File: src/sv/mvts_pkg.sv
// ----------------------------------------------------------------------------
// mvts_pkg
// Types, codes and constants shared by the valve travel sequencer modules.
// ----------------------------------------------------------------------------
package mvts_pkg;

    // operation codes
    localparam logic [1:0] OP_TICK  = 2'd0;
    localparam logic [1:0] OP_OPEN  = 2'd1;
    localparam logic [1:0] OP_CLOSE = 2'd2;

    // power command codes
    localparam logic [1:0] PWR_NONE = 2'd0;
    localparam logic [1:0] PWR_ON   = 2'd1;
    localparam logic [1:0] PWR_OFF  = 2'd2;

    // move direction codes
    localparam logic [1:0] DIR_STOP  = 2'd0;
    localparam logic [1:0] DIR_OPEN  = 2'd1;
    localparam logic [1:0] DIR_CLOSE = 2'd2;

    // configuration register indexes
    localparam logic [1:0] CFG_STALL_LIMIT = 2'd0;
    localparam logic [1:0] CFG_MIN_STEP    = 2'd1;
    localparam logic [1:0] CFG_TIMEOUT     = 2'd2;

    localparam int CFG_IDX_W  = 2;
    localparam int CFG_DATA_W = 20;
    localparam int LIMIT_W    = 13;
    localparam int STEP_W     = 16;
    localparam int TIMEOUT_W  = 20;
    localparam int SAMPLE_W   = 12;
    localparam int ENC_W      = 32;
    localparam int ELAPSED_W  = 32;
    localparam int SPEED_W    = 7;
    // sample * 5000 and 4095 * (limit + 1) both fit here
    localparam int THRESH_W   = 26;

    localparam logic [LIMIT_W-1:0]   LIMIT_RST   = 13'd2000;
    localparam logic [STEP_W-1:0]    STEP_RST    = 16'd10;
    localparam logic [TIMEOUT_W-1:0] TIMEOUT_RST = 20'd10000;

    localparam logic [ELAPSED_W-1:0] TICK_MS     = 32'd50;
    localparam logic [ELAPSED_W-1:0] SETTLE_MS   = 32'd100;
    localparam logic [ELAPSED_W-1:0] BLANK_MS    = 32'd500;
    localparam logic [SPEED_W-1:0]   START_SPEED = 7'd20;
    localparam logic [SPEED_W-1:0]   SPEED_STEP  = 7'd5;
    localparam logic [SPEED_W-1:0]   FULL_SPEED  = 7'd100;
    localparam logic [SPEED_W-1:0]   CHECK_SPEED = 7'd50;
    localparam logic [THRESH_W-1:0]  ADC_FULL_MA   = 26'd5000;
    localparam logic [THRESH_W-1:0]  ADC_FULL_CODE = 26'd4095;

    // 4095 * (2000 + 1)
    localparam logic [THRESH_W-1:0] THRESH_RST = 26'd8194095;

    typedef enum logic [2:0] {
        PH_IDLE_CLOSED = 3'd0,
        PH_PRE_OPEN    = 3'd1,
        PH_OPENING     = 3'd2,
        PH_IDLE_OPEN   = 3'd3,
        PH_PRE_CLOSE   = 3'd4,
        PH_CLOSING     = 3'd5,
        PH_FAULT       = 3'd6
    } t_phase;

    typedef struct packed {
        logic [1:0]          operation;
        logic                driver_fault;
        logic [SAMPLE_W-1:0] current_sample;
        logic [ENC_W-1:0]    encoder_count;
    } t_in;

    typedef struct packed {
        logic [2:0]         valve_state;
        logic [1:0]         power_command;
        logic               move_issued;
        logic [1:0]         move_direction;
        logic [SPEED_W-1:0] move_speed;
        logic               brake_engage;
        logic               encoder_clear;
    } t_out;

    // configuration as seen by the sequencing logic
    typedef struct packed {
        logic [THRESH_W-1:0]  cur_thresh;   // raw*5000 at or above this is over-current
        logic [STEP_W-1:0]    min_step;
        logic [TIMEOUT_W-1:0] timeout_ms;
    } t_cfg;

endpackage

File: src/sv/motor_valve_travel_sequencer_unit.sv
// ----------------------------------------------------------------------------
// motor_valve_travel_sequencer_unit
// Valve motor open/close sequencer with soft start, stall and timeout checks.
// ----------------------------------------------------------------------------
// Takes one item (tick or command) per clock while the input is not stalled and
// returns one result per item. An item passes an input register and then a result
// register; the sequencer state is updated in the single compute stage between
// them, which is what allows a new item every cycle when the output is not stalled.
// Input stall rises only when both registers hold items and the output is
// stalled. Config writes take effect at once and belong to idle periods.
module motor_valve_travel_sequencer_unit (
    input  logic                            i_clk,
    input  logic                            i_rst_n,
    input  logic                            i_in_valid,
    output logic                            o_in_stall,
    input  mvts_pkg::t_in                   i_in_data,
    output logic                            o_out_valid,
    input  logic                            i_out_stall,
    output mvts_pkg::t_out                  o_out_data,
    input  logic                            i_cfg_we,
    input  logic [mvts_pkg::CFG_IDX_W-1:0]  i_cfg_idx,
    input  logic [mvts_pkg::CFG_DATA_W-1:0] i_cfg_data
);

    logic                               r_in_vld;
    mvts_pkg::t_in                      r_in;
    logic                               r_out_vld;
    mvts_pkg::t_out                     r_out;
    logic [mvts_pkg::THRESH_W-1:0]      r_thresh, n_thresh;
    logic [mvts_pkg::STEP_W-1:0]        r_min_step;
    logic [mvts_pkg::TIMEOUT_W-1:0]     r_timeout;
    logic                               out_free, fire, in_take;
    mvts_pkg::t_cfg                     cfg;
    mvts_pkg::t_out                     result;

    assign out_free   = !r_out_vld || !i_out_stall;
    assign fire       = r_in_vld && out_free;
    assign o_in_stall = r_in_vld && !out_free;
    assign in_take    = i_in_valid && !o_in_stall;

    assign o_out_valid = r_out_vld;
    assign o_out_data  = r_out;

    // over-current threshold kept in raw*5000 units
    assign n_thresh = (mvts_pkg::THRESH_W'(i_cfg_data[mvts_pkg::LIMIT_W-1:0]) + 1'b1)
                      * mvts_pkg::ADC_FULL_CODE;

    assign cfg.cur_thresh = r_thresh;
    assign cfg.min_step   = r_min_step;
    assign cfg.timeout_ms = r_timeout;

    always_ff @(posedge i_clk) begin
        if (!i_rst_n) begin
            r_thresh   <= mvts_pkg::THRESH_RST;
            r_min_step <= mvts_pkg::STEP_RST;
            r_timeout  <= mvts_pkg::TIMEOUT_RST;
        end else if (i_cfg_we) begin
            unique case (i_cfg_idx)
                mvts_pkg::CFG_STALL_LIMIT: r_thresh   <= n_thresh;
                mvts_pkg::CFG_MIN_STEP:    r_min_step <= i_cfg_data[mvts_pkg::STEP_W-1:0];
                mvts_pkg::CFG_TIMEOUT:     r_timeout  <= i_cfg_data[mvts_pkg::TIMEOUT_W-1:0];
                default: ;
            endcase
        end
    end

    always_ff @(posedge i_clk) begin
        if (!i_rst_n) begin
            r_in_vld  <= 1'b0;
            r_out_vld <= 1'b0;
        end else begin
            if (in_take) begin
                r_in_vld <= 1'b1;
            end else if (fire) begin
                r_in_vld <= 1'b0;
            end
            if (fire) begin
                r_out_vld <= 1'b1;
            end else if (!i_out_stall) begin
                r_out_vld <= 1'b0;
            end
        end
    end

    always_ff @(posedge i_clk) begin
        if (in_take) begin
            r_in <= i_in_data;
        end
        if (fire) begin
            r_out <= result;
        end
    end

    mvts_core u_core (
        .i_clk    (i_clk),
        .i_rst_n  (i_rst_n),
        .i_fire   (fire),
        .i_item   (r_in),
        .i_cfg    (cfg),
        .o_result (result)
    );

endmodule

File: src/sv/mvts_core.sv
// ----------------------------------------------------------------------------
// mvts_core
// Sequencer state and the one-pass next-state / result logic for one item.
// ----------------------------------------------------------------------------
module mvts_core (
    input  logic           i_clk,
    input  logic           i_rst_n,
    input  logic           i_fire,
    input  mvts_pkg::t_in  i_item,
    input  mvts_pkg::t_cfg i_cfg,
    output mvts_pkg::t_out o_result
);

    mvts_pkg::t_phase               r_phase, n_phase;
    logic [mvts_pkg::ELAPSED_W-1:0] r_elapsed, n_elapsed;
    logic [mvts_pkg::ENC_W-1:0]     r_prev_enc, n_prev_enc;
    logic [mvts_pkg::SPEED_W-1:0]   r_speed, n_speed;

    logic                           is_tick, is_cmd, idle, pre, travel, opening;
    logic [mvts_pkg::ELAPSED_W-1:0] elapsed_inc;
    logic                           below_full;
    logic [mvts_pkg::SPEED_W-1:0]   speed_up, travel_speed;
    logic                           timed_out, blank_over, over_current;
    logic                           enc_check, stalled;
    logic [mvts_pkg::ENC_W-1:0]     enc_adv;
    logic [mvts_pkg::THRESH_W-1:0]  sample_scaled;

    assign is_tick = (i_item.operation == mvts_pkg::OP_TICK);
    assign is_cmd  = (i_item.operation == mvts_pkg::OP_OPEN) ||
                     (i_item.operation == mvts_pkg::OP_CLOSE);
    assign idle    = (r_phase == mvts_pkg::PH_IDLE_CLOSED) ||
                     (r_phase == mvts_pkg::PH_IDLE_OPEN);
    assign pre     = (r_phase == mvts_pkg::PH_PRE_OPEN) ||
                     (r_phase == mvts_pkg::PH_PRE_CLOSE);
    assign travel  = (r_phase == mvts_pkg::PH_OPENING) ||
                     (r_phase == mvts_pkg::PH_CLOSING);
    assign opening = (r_phase == mvts_pkg::PH_OPENING);

    // saturating tick timer
    assign elapsed_inc = (r_elapsed > ('1 - mvts_pkg::TICK_MS)) ? '1
                                                                : r_elapsed + mvts_pkg::TICK_MS;

    assign below_full   = (r_speed < mvts_pkg::FULL_SPEED);
    assign speed_up     = r_speed + mvts_pkg::SPEED_STEP;
    assign travel_speed = below_full ? speed_up : r_speed;

    assign timed_out  = (elapsed_inc > mvts_pkg::ELAPSED_W'(i_cfg.timeout_ms));
    assign blank_over = (elapsed_inc > mvts_pkg::BLANK_MS);

    // mA > limit  <=>  raw*5000 >= 4095*(limit+1)
    assign sample_scaled = mvts_pkg::THRESH_W'(i_item.current_sample) * mvts_pkg::ADC_FULL_MA;
    assign over_current  = (sample_scaled >= i_cfg.cur_thresh);

    // encoder advance check uses the speed after this tick's ramp step
    assign enc_check = blank_over && !over_current && (travel_speed > mvts_pkg::CHECK_SPEED);
    assign enc_adv   = i_item.encoder_count - r_prev_enc;
    assign stalled   = blank_over &&
                       (over_current ||
                        (enc_check && (enc_adv < mvts_pkg::ENC_W'(i_cfg.min_step))));

    // next state
    always_comb begin
        n_phase    = r_phase;
        n_elapsed  = r_elapsed;
        n_prev_enc = r_prev_enc;
        n_speed    = r_speed;
        if (is_cmd) begin
            if (idle) begin
                n_phase   = (i_item.operation == mvts_pkg::OP_OPEN) ? mvts_pkg::PH_PRE_OPEN
                                                                    : mvts_pkg::PH_PRE_CLOSE;
                n_elapsed = '0;
            end
        end else if (is_tick) begin
            n_elapsed = elapsed_inc;
            if (i_item.driver_fault) begin
                n_phase = mvts_pkg::PH_FAULT;
            end else if (pre) begin
                n_prev_enc = '0;
                n_speed    = mvts_pkg::START_SPEED;
                if (elapsed_inc > mvts_pkg::SETTLE_MS) begin
                    n_phase   = (r_phase == mvts_pkg::PH_PRE_OPEN) ? mvts_pkg::PH_OPENING
                                                                   : mvts_pkg::PH_CLOSING;
                    n_elapsed = '0;
                end
            end else if (travel) begin
                n_speed = travel_speed;
                if (enc_check) begin
                    n_prev_enc = i_item.encoder_count;
                end
                if (stalled) begin
                    n_phase = opening ? mvts_pkg::PH_IDLE_OPEN : mvts_pkg::PH_IDLE_CLOSED;
                end else if (timed_out) begin
                    n_phase = mvts_pkg::PH_FAULT;
                end
            end
        end
    end

    // result fields
    always_comb begin
        o_result             = '0;
        o_result.valve_state = n_phase;
        if (is_tick) begin
            if (i_item.driver_fault) begin
                o_result.power_command = mvts_pkg::PWR_OFF;
            end else if (pre) begin
                o_result.power_command = mvts_pkg::PWR_ON;
                o_result.encoder_clear = 1'b1;
            end else if (travel) begin
                o_result.move_issued = below_full || timed_out;
                if (below_full && !timed_out) begin
                    o_result.move_direction = opening ? mvts_pkg::DIR_OPEN
                                                      : mvts_pkg::DIR_CLOSE;
                    o_result.move_speed     = speed_up;
                end
                if (timed_out || stalled) begin
                    o_result.power_command = mvts_pkg::PWR_OFF;
                end
                o_result.brake_engage = stalled;
            end
        end
    end

    always_ff @(posedge i_clk) begin
        if (!i_rst_n) begin
            r_phase    <= mvts_pkg::PH_IDLE_CLOSED;
            r_elapsed  <= '0;
            r_prev_enc <= '0;
            r_speed    <= '0;
        end else if (i_fire) begin
            r_phase    <= n_phase;
            r_elapsed  <= n_elapsed;
            r_prev_enc <= n_prev_enc;
            r_speed    <= n_speed;
        end
    end

endmodule

File: config.mk
export PLATFORM = sky130hd
export DESIGN_NAME = motor_valve_travel_sequencer_unit
export DESIGN_NICKNAME = d
export VERILOG_FILES = /design/src/sv/mvts_pkg.sv /design/src/sv/motor_valve_travel_sequencer_unit.sv /design/src/sv/mvts_core.sv
export SDC_FILE = /design/constraint.sdc
export NUM_CORES = 1
export LEC_CHECK = 0
export ABC_AREA = 1
export BUFFER_PORTS_ARGS = -buffer_cell sky130_fd_sc_hd__buf_4
export CORE_UTILIZATION = 40
export DETAILED_ROUTE_END_ITERATION = 6
export GPL_TIMING_DRIVEN = 0
export HOLD_SLACK_MARGIN = 0.08
export PLACE_DENSITY = 0.61
export SYNTH_ARGS = -nofsm -noshare
export SYNTH_HDL_FRONTEND = slang
export SYNTH_SLANG_ARGS = --single-unit
File: constraint.sdc
create_clock -name i_clk -period 7.15 [get_ports i_clk]
set_clock_uncertainty 0.2 [all_clocks]
set_input_delay 0.715 -clock i_clk [delete_from_list [all_inputs] [get_ports i_clk]]
set_output_delay 0.715 -clock i_clk [all_outputs]
set_load 0.01 [all_outputs]
==> impl_metrics.yaml <==
status:
  status: "completed"
floorplanning:
  pin_count: 93
  die_w_um: 216
  die_h_um: 216
  initial_core_util: 0.406
  die_area_mm2: 0.0468
  rows: 78
  core_area_mm2: 0.0453
synth:
  synthTopCellsByArea: "dfxtp_1 (15%), ha_1 (14%), nand2_1 (12%), fa_1 (12%), inv_1 (11%)"
  ys_types: 48
  syn_inst: 2484
  synth_nets: 2872
  yosys_most_used_dff: "dfxtp_1"
  synth_seq_cells: 201
  seq_area_frac_synth: 0.253
  yosys.area.top_type_share: 0.150
  syn_area_mm2: 0.0184
  yosys_warnings: 0
  async_reset_ff_frac: 0
  yosysTopAreaCell: "dfxtp_1"
  synth.avg_cell_area_um2: 7.39
  synth_edf_count: 63
clocking:
  clockRootBuffer: "clkbuf_16"
  cts_buffers: 25
  cts_hold_buffers: 0
  h-tree-depth: 1
  clk_pin_slew_ps: 60
  cts.sinks: 201
  cts_buffer_depth: 3
  cts_tree: "yes"
  worstSkewPairLatency_ps: 560
drt:
  route.vias.total: 15600
  dr.pass1.iters: 5
  detail-route-antenna-nets: 0
  wl_per_cell_um: 14.1
  viasPerCell: 4.81
  detail_route.drc_violations: 0
  first_iter_violations: 902
  routed_wl_um: 45900
pwr:
  p_per_area_mw_per_mm2: 351
  leakage_nw: 10.4
  peakVddDrop_uv: 375
  fin_total_pwr_w: 0.00745
sta:
  fmax_mhz: 147
  report.final.setup_viol: 0
  final_hold_viol_count: 0
  post-route-min-period_ps: 6780
  final_max_slew_viol_count: 0
  fin_crit_sh: 0.949
  worst_slew_pin_slew_ps: 1110
  slew_headroom: 0.255
place:
  place_congestion: 0.897
  portBuffers: 92
  dpl.hpwl_um: 37700
  place_inst: 3177
worst_setup_path:
  worst_setup_path_end_kind: "flip-flop"
  cp-startpoint: "r_in[36]"
  crit_end: "u_core.r_prev_enc[4]"
  path_depth: 38
  crit_family: "adder cells"
  cp_slowest_stage_delay_ps: 530
  crit_top_cell: "nand2_2"
  cp_max_fo: 7
  slowest_stage: "fa_1"
  worstSetupPathType: "reg2reg"
  worst-r2r-setup-slack_ps: 370
  critPathArrivalTime_ps: 7070
  start_kind: "flip-flop"
  r2r-start: "r_in[36]"
  reg2regPathDepth: 38
  critPathBufInv: 9
  critPathRequiredTime_ps: 7430
  timing.rr.end: "u_core.r_prev_enc[4]"
finish:
  fill_cells: 4555
  regArea_mm2: 0.00465
  layout_common_cells: "nand2_1 (575), inv_1 (511), ha_1 (204)"
  layout-drive-gt1-share: 0.115
  final_common_cell: "nand2_1"
  areaGrowthSynthToFinish_pct: 15.4
  fin_cells: 3248
  final_nets: 3016
  multi_input_area_mm2: 0.0117
grt:
  grt_busiest_layer: "met2"
  use_met3: 0.0248
  antenna_found_initial: 1
  grtUsageMet1: 0.272
  grt_pass1_vias: 15000
  grtUsageMet2: 0.323
  grt_max_degree: 36
  grt_pass1_wl_um: 75200
  overflow: 0
  grt_usage: 0.197
min_path:
  hp-class: "in2reg"
run:
  cap_violations: 0
-- where the power goes --
part	total, W	internal, W	switching [W]
registers	0.00127	0.00124	0.0000290
logic	0.00479	0.00190	0.00289
clock network	0.00139	0.000860	0.000533
total	0.00745	0.00399	0.00345
-- synthesized netlist by cell type, drive strengths merged, types with 5 or more instances --
cell type  number
nand2         622
inv           524
a21oi         216
ha            207
nor2          181
dfxtp         138
fa            107
nand3         102
o21ai          83
edfxtp         63
xor2           50
nor3           30
clkbuf         28
nand4          24
o211ai         21
xnor2          16
buf            14
nand3b         10
a211oi          6
a31oi           6
o21bai          6
and2            5
nor4            5
-- routing by layer --
layer	routed length (um)	vias to the layer above	share of wire
li1	-	8119	-
met1	21900	7200	0.48
met2	21100	245	0.46
met3	1760	62	0.038
met4	1120	0	0.024
met5	0	-	0
-- sequential cells by signal, indices dropped and copies added (netlist names) --
| signal | count |
|---|---|
| r_thresh | 26 |
| r_in | 47 |
| u_core.r_speed | 7 |
| u_core.r_elapsed | 32 |
| r_in_vld | 1 |
| r_timeout | 20 |
| u_core.r_phase | 3 |
| r_min_step | 16 |
| u_core.r_prev_enc | 32 |
| o_out_data | 16 |
| o_out_valid | 1 |
-- kinds of logic after synthesis --
family,Yosys count,synth area share
AND/OR/NAND/NOR,985,0.229
buffers and inverters,568,0.119
AO/OA/AOI/OAI,350,0.109
adder cells (fa/ha/maj),314,0.258
flip-flops,201,0.253
XOR/XNOR,66,0.0315
-- how the worst min path moves through the flow --
stage                         start              endpoint  cells past startpoint
3_5_place_dp   u_core.r_prev_enc[5]  u_core.r_prev_enc[5]                      2
2_1_floorplan           r_thresh[1]           r_thresh[1]                      2
6_report              i_in_data[43]              r_in[43]                      1
5_1_grt                i_in_data[7]               r_in[7]                      1
3_3_place_gp            r_thresh[1]           r_thresh[1]                      2
4_1_cts               i_in_data[13]              r_in[13]                      1
-- area by class of cell --
type,instances,share of cell area
Clock buffer,32,0.0338
Multi-Input combinational cell,1715,0.551
Sequential cell,201,0.220
Buffer,42,0.0116
Timing Repair Buffer,117,0.0457
Tap cell,600,0.0354
Antenna cell,1,0.000118
Clock inverter,14,0.00933
Inverter,526,0.0932
-- metrics by stage --
| step | area (um^2) | util | setup WS, ps | TNS, ps | hold slack, ps |
|---|---|---|---|---|---|
| finish | 21200 | 0.468 | 368 | 0 | 130 |
| global route | 21200 | 0.468 | -76.5 | -1980 | 102 |
| CTS | 20800 | 0.460 | 19.9 | 0 | 103 |
| detailed placement | 19800 | 0.438 | -550 | -19290 | 252 |
| global placement | 19800 | 0.437 | -711 | -18060 | 244 |
| floorplan | 18400 | - | 472 | 0 | 230 |
-- what timing repair did --
action                     4_1_cts  5_1_grt
hold endpoints to repair         0        0
gates cloned                     0        3
pin swaps                        1       21
setup endpoints to repair       40       44
resized for setup                6       37
setup buffers                    5       16
(Power assumes the default switching activity.)
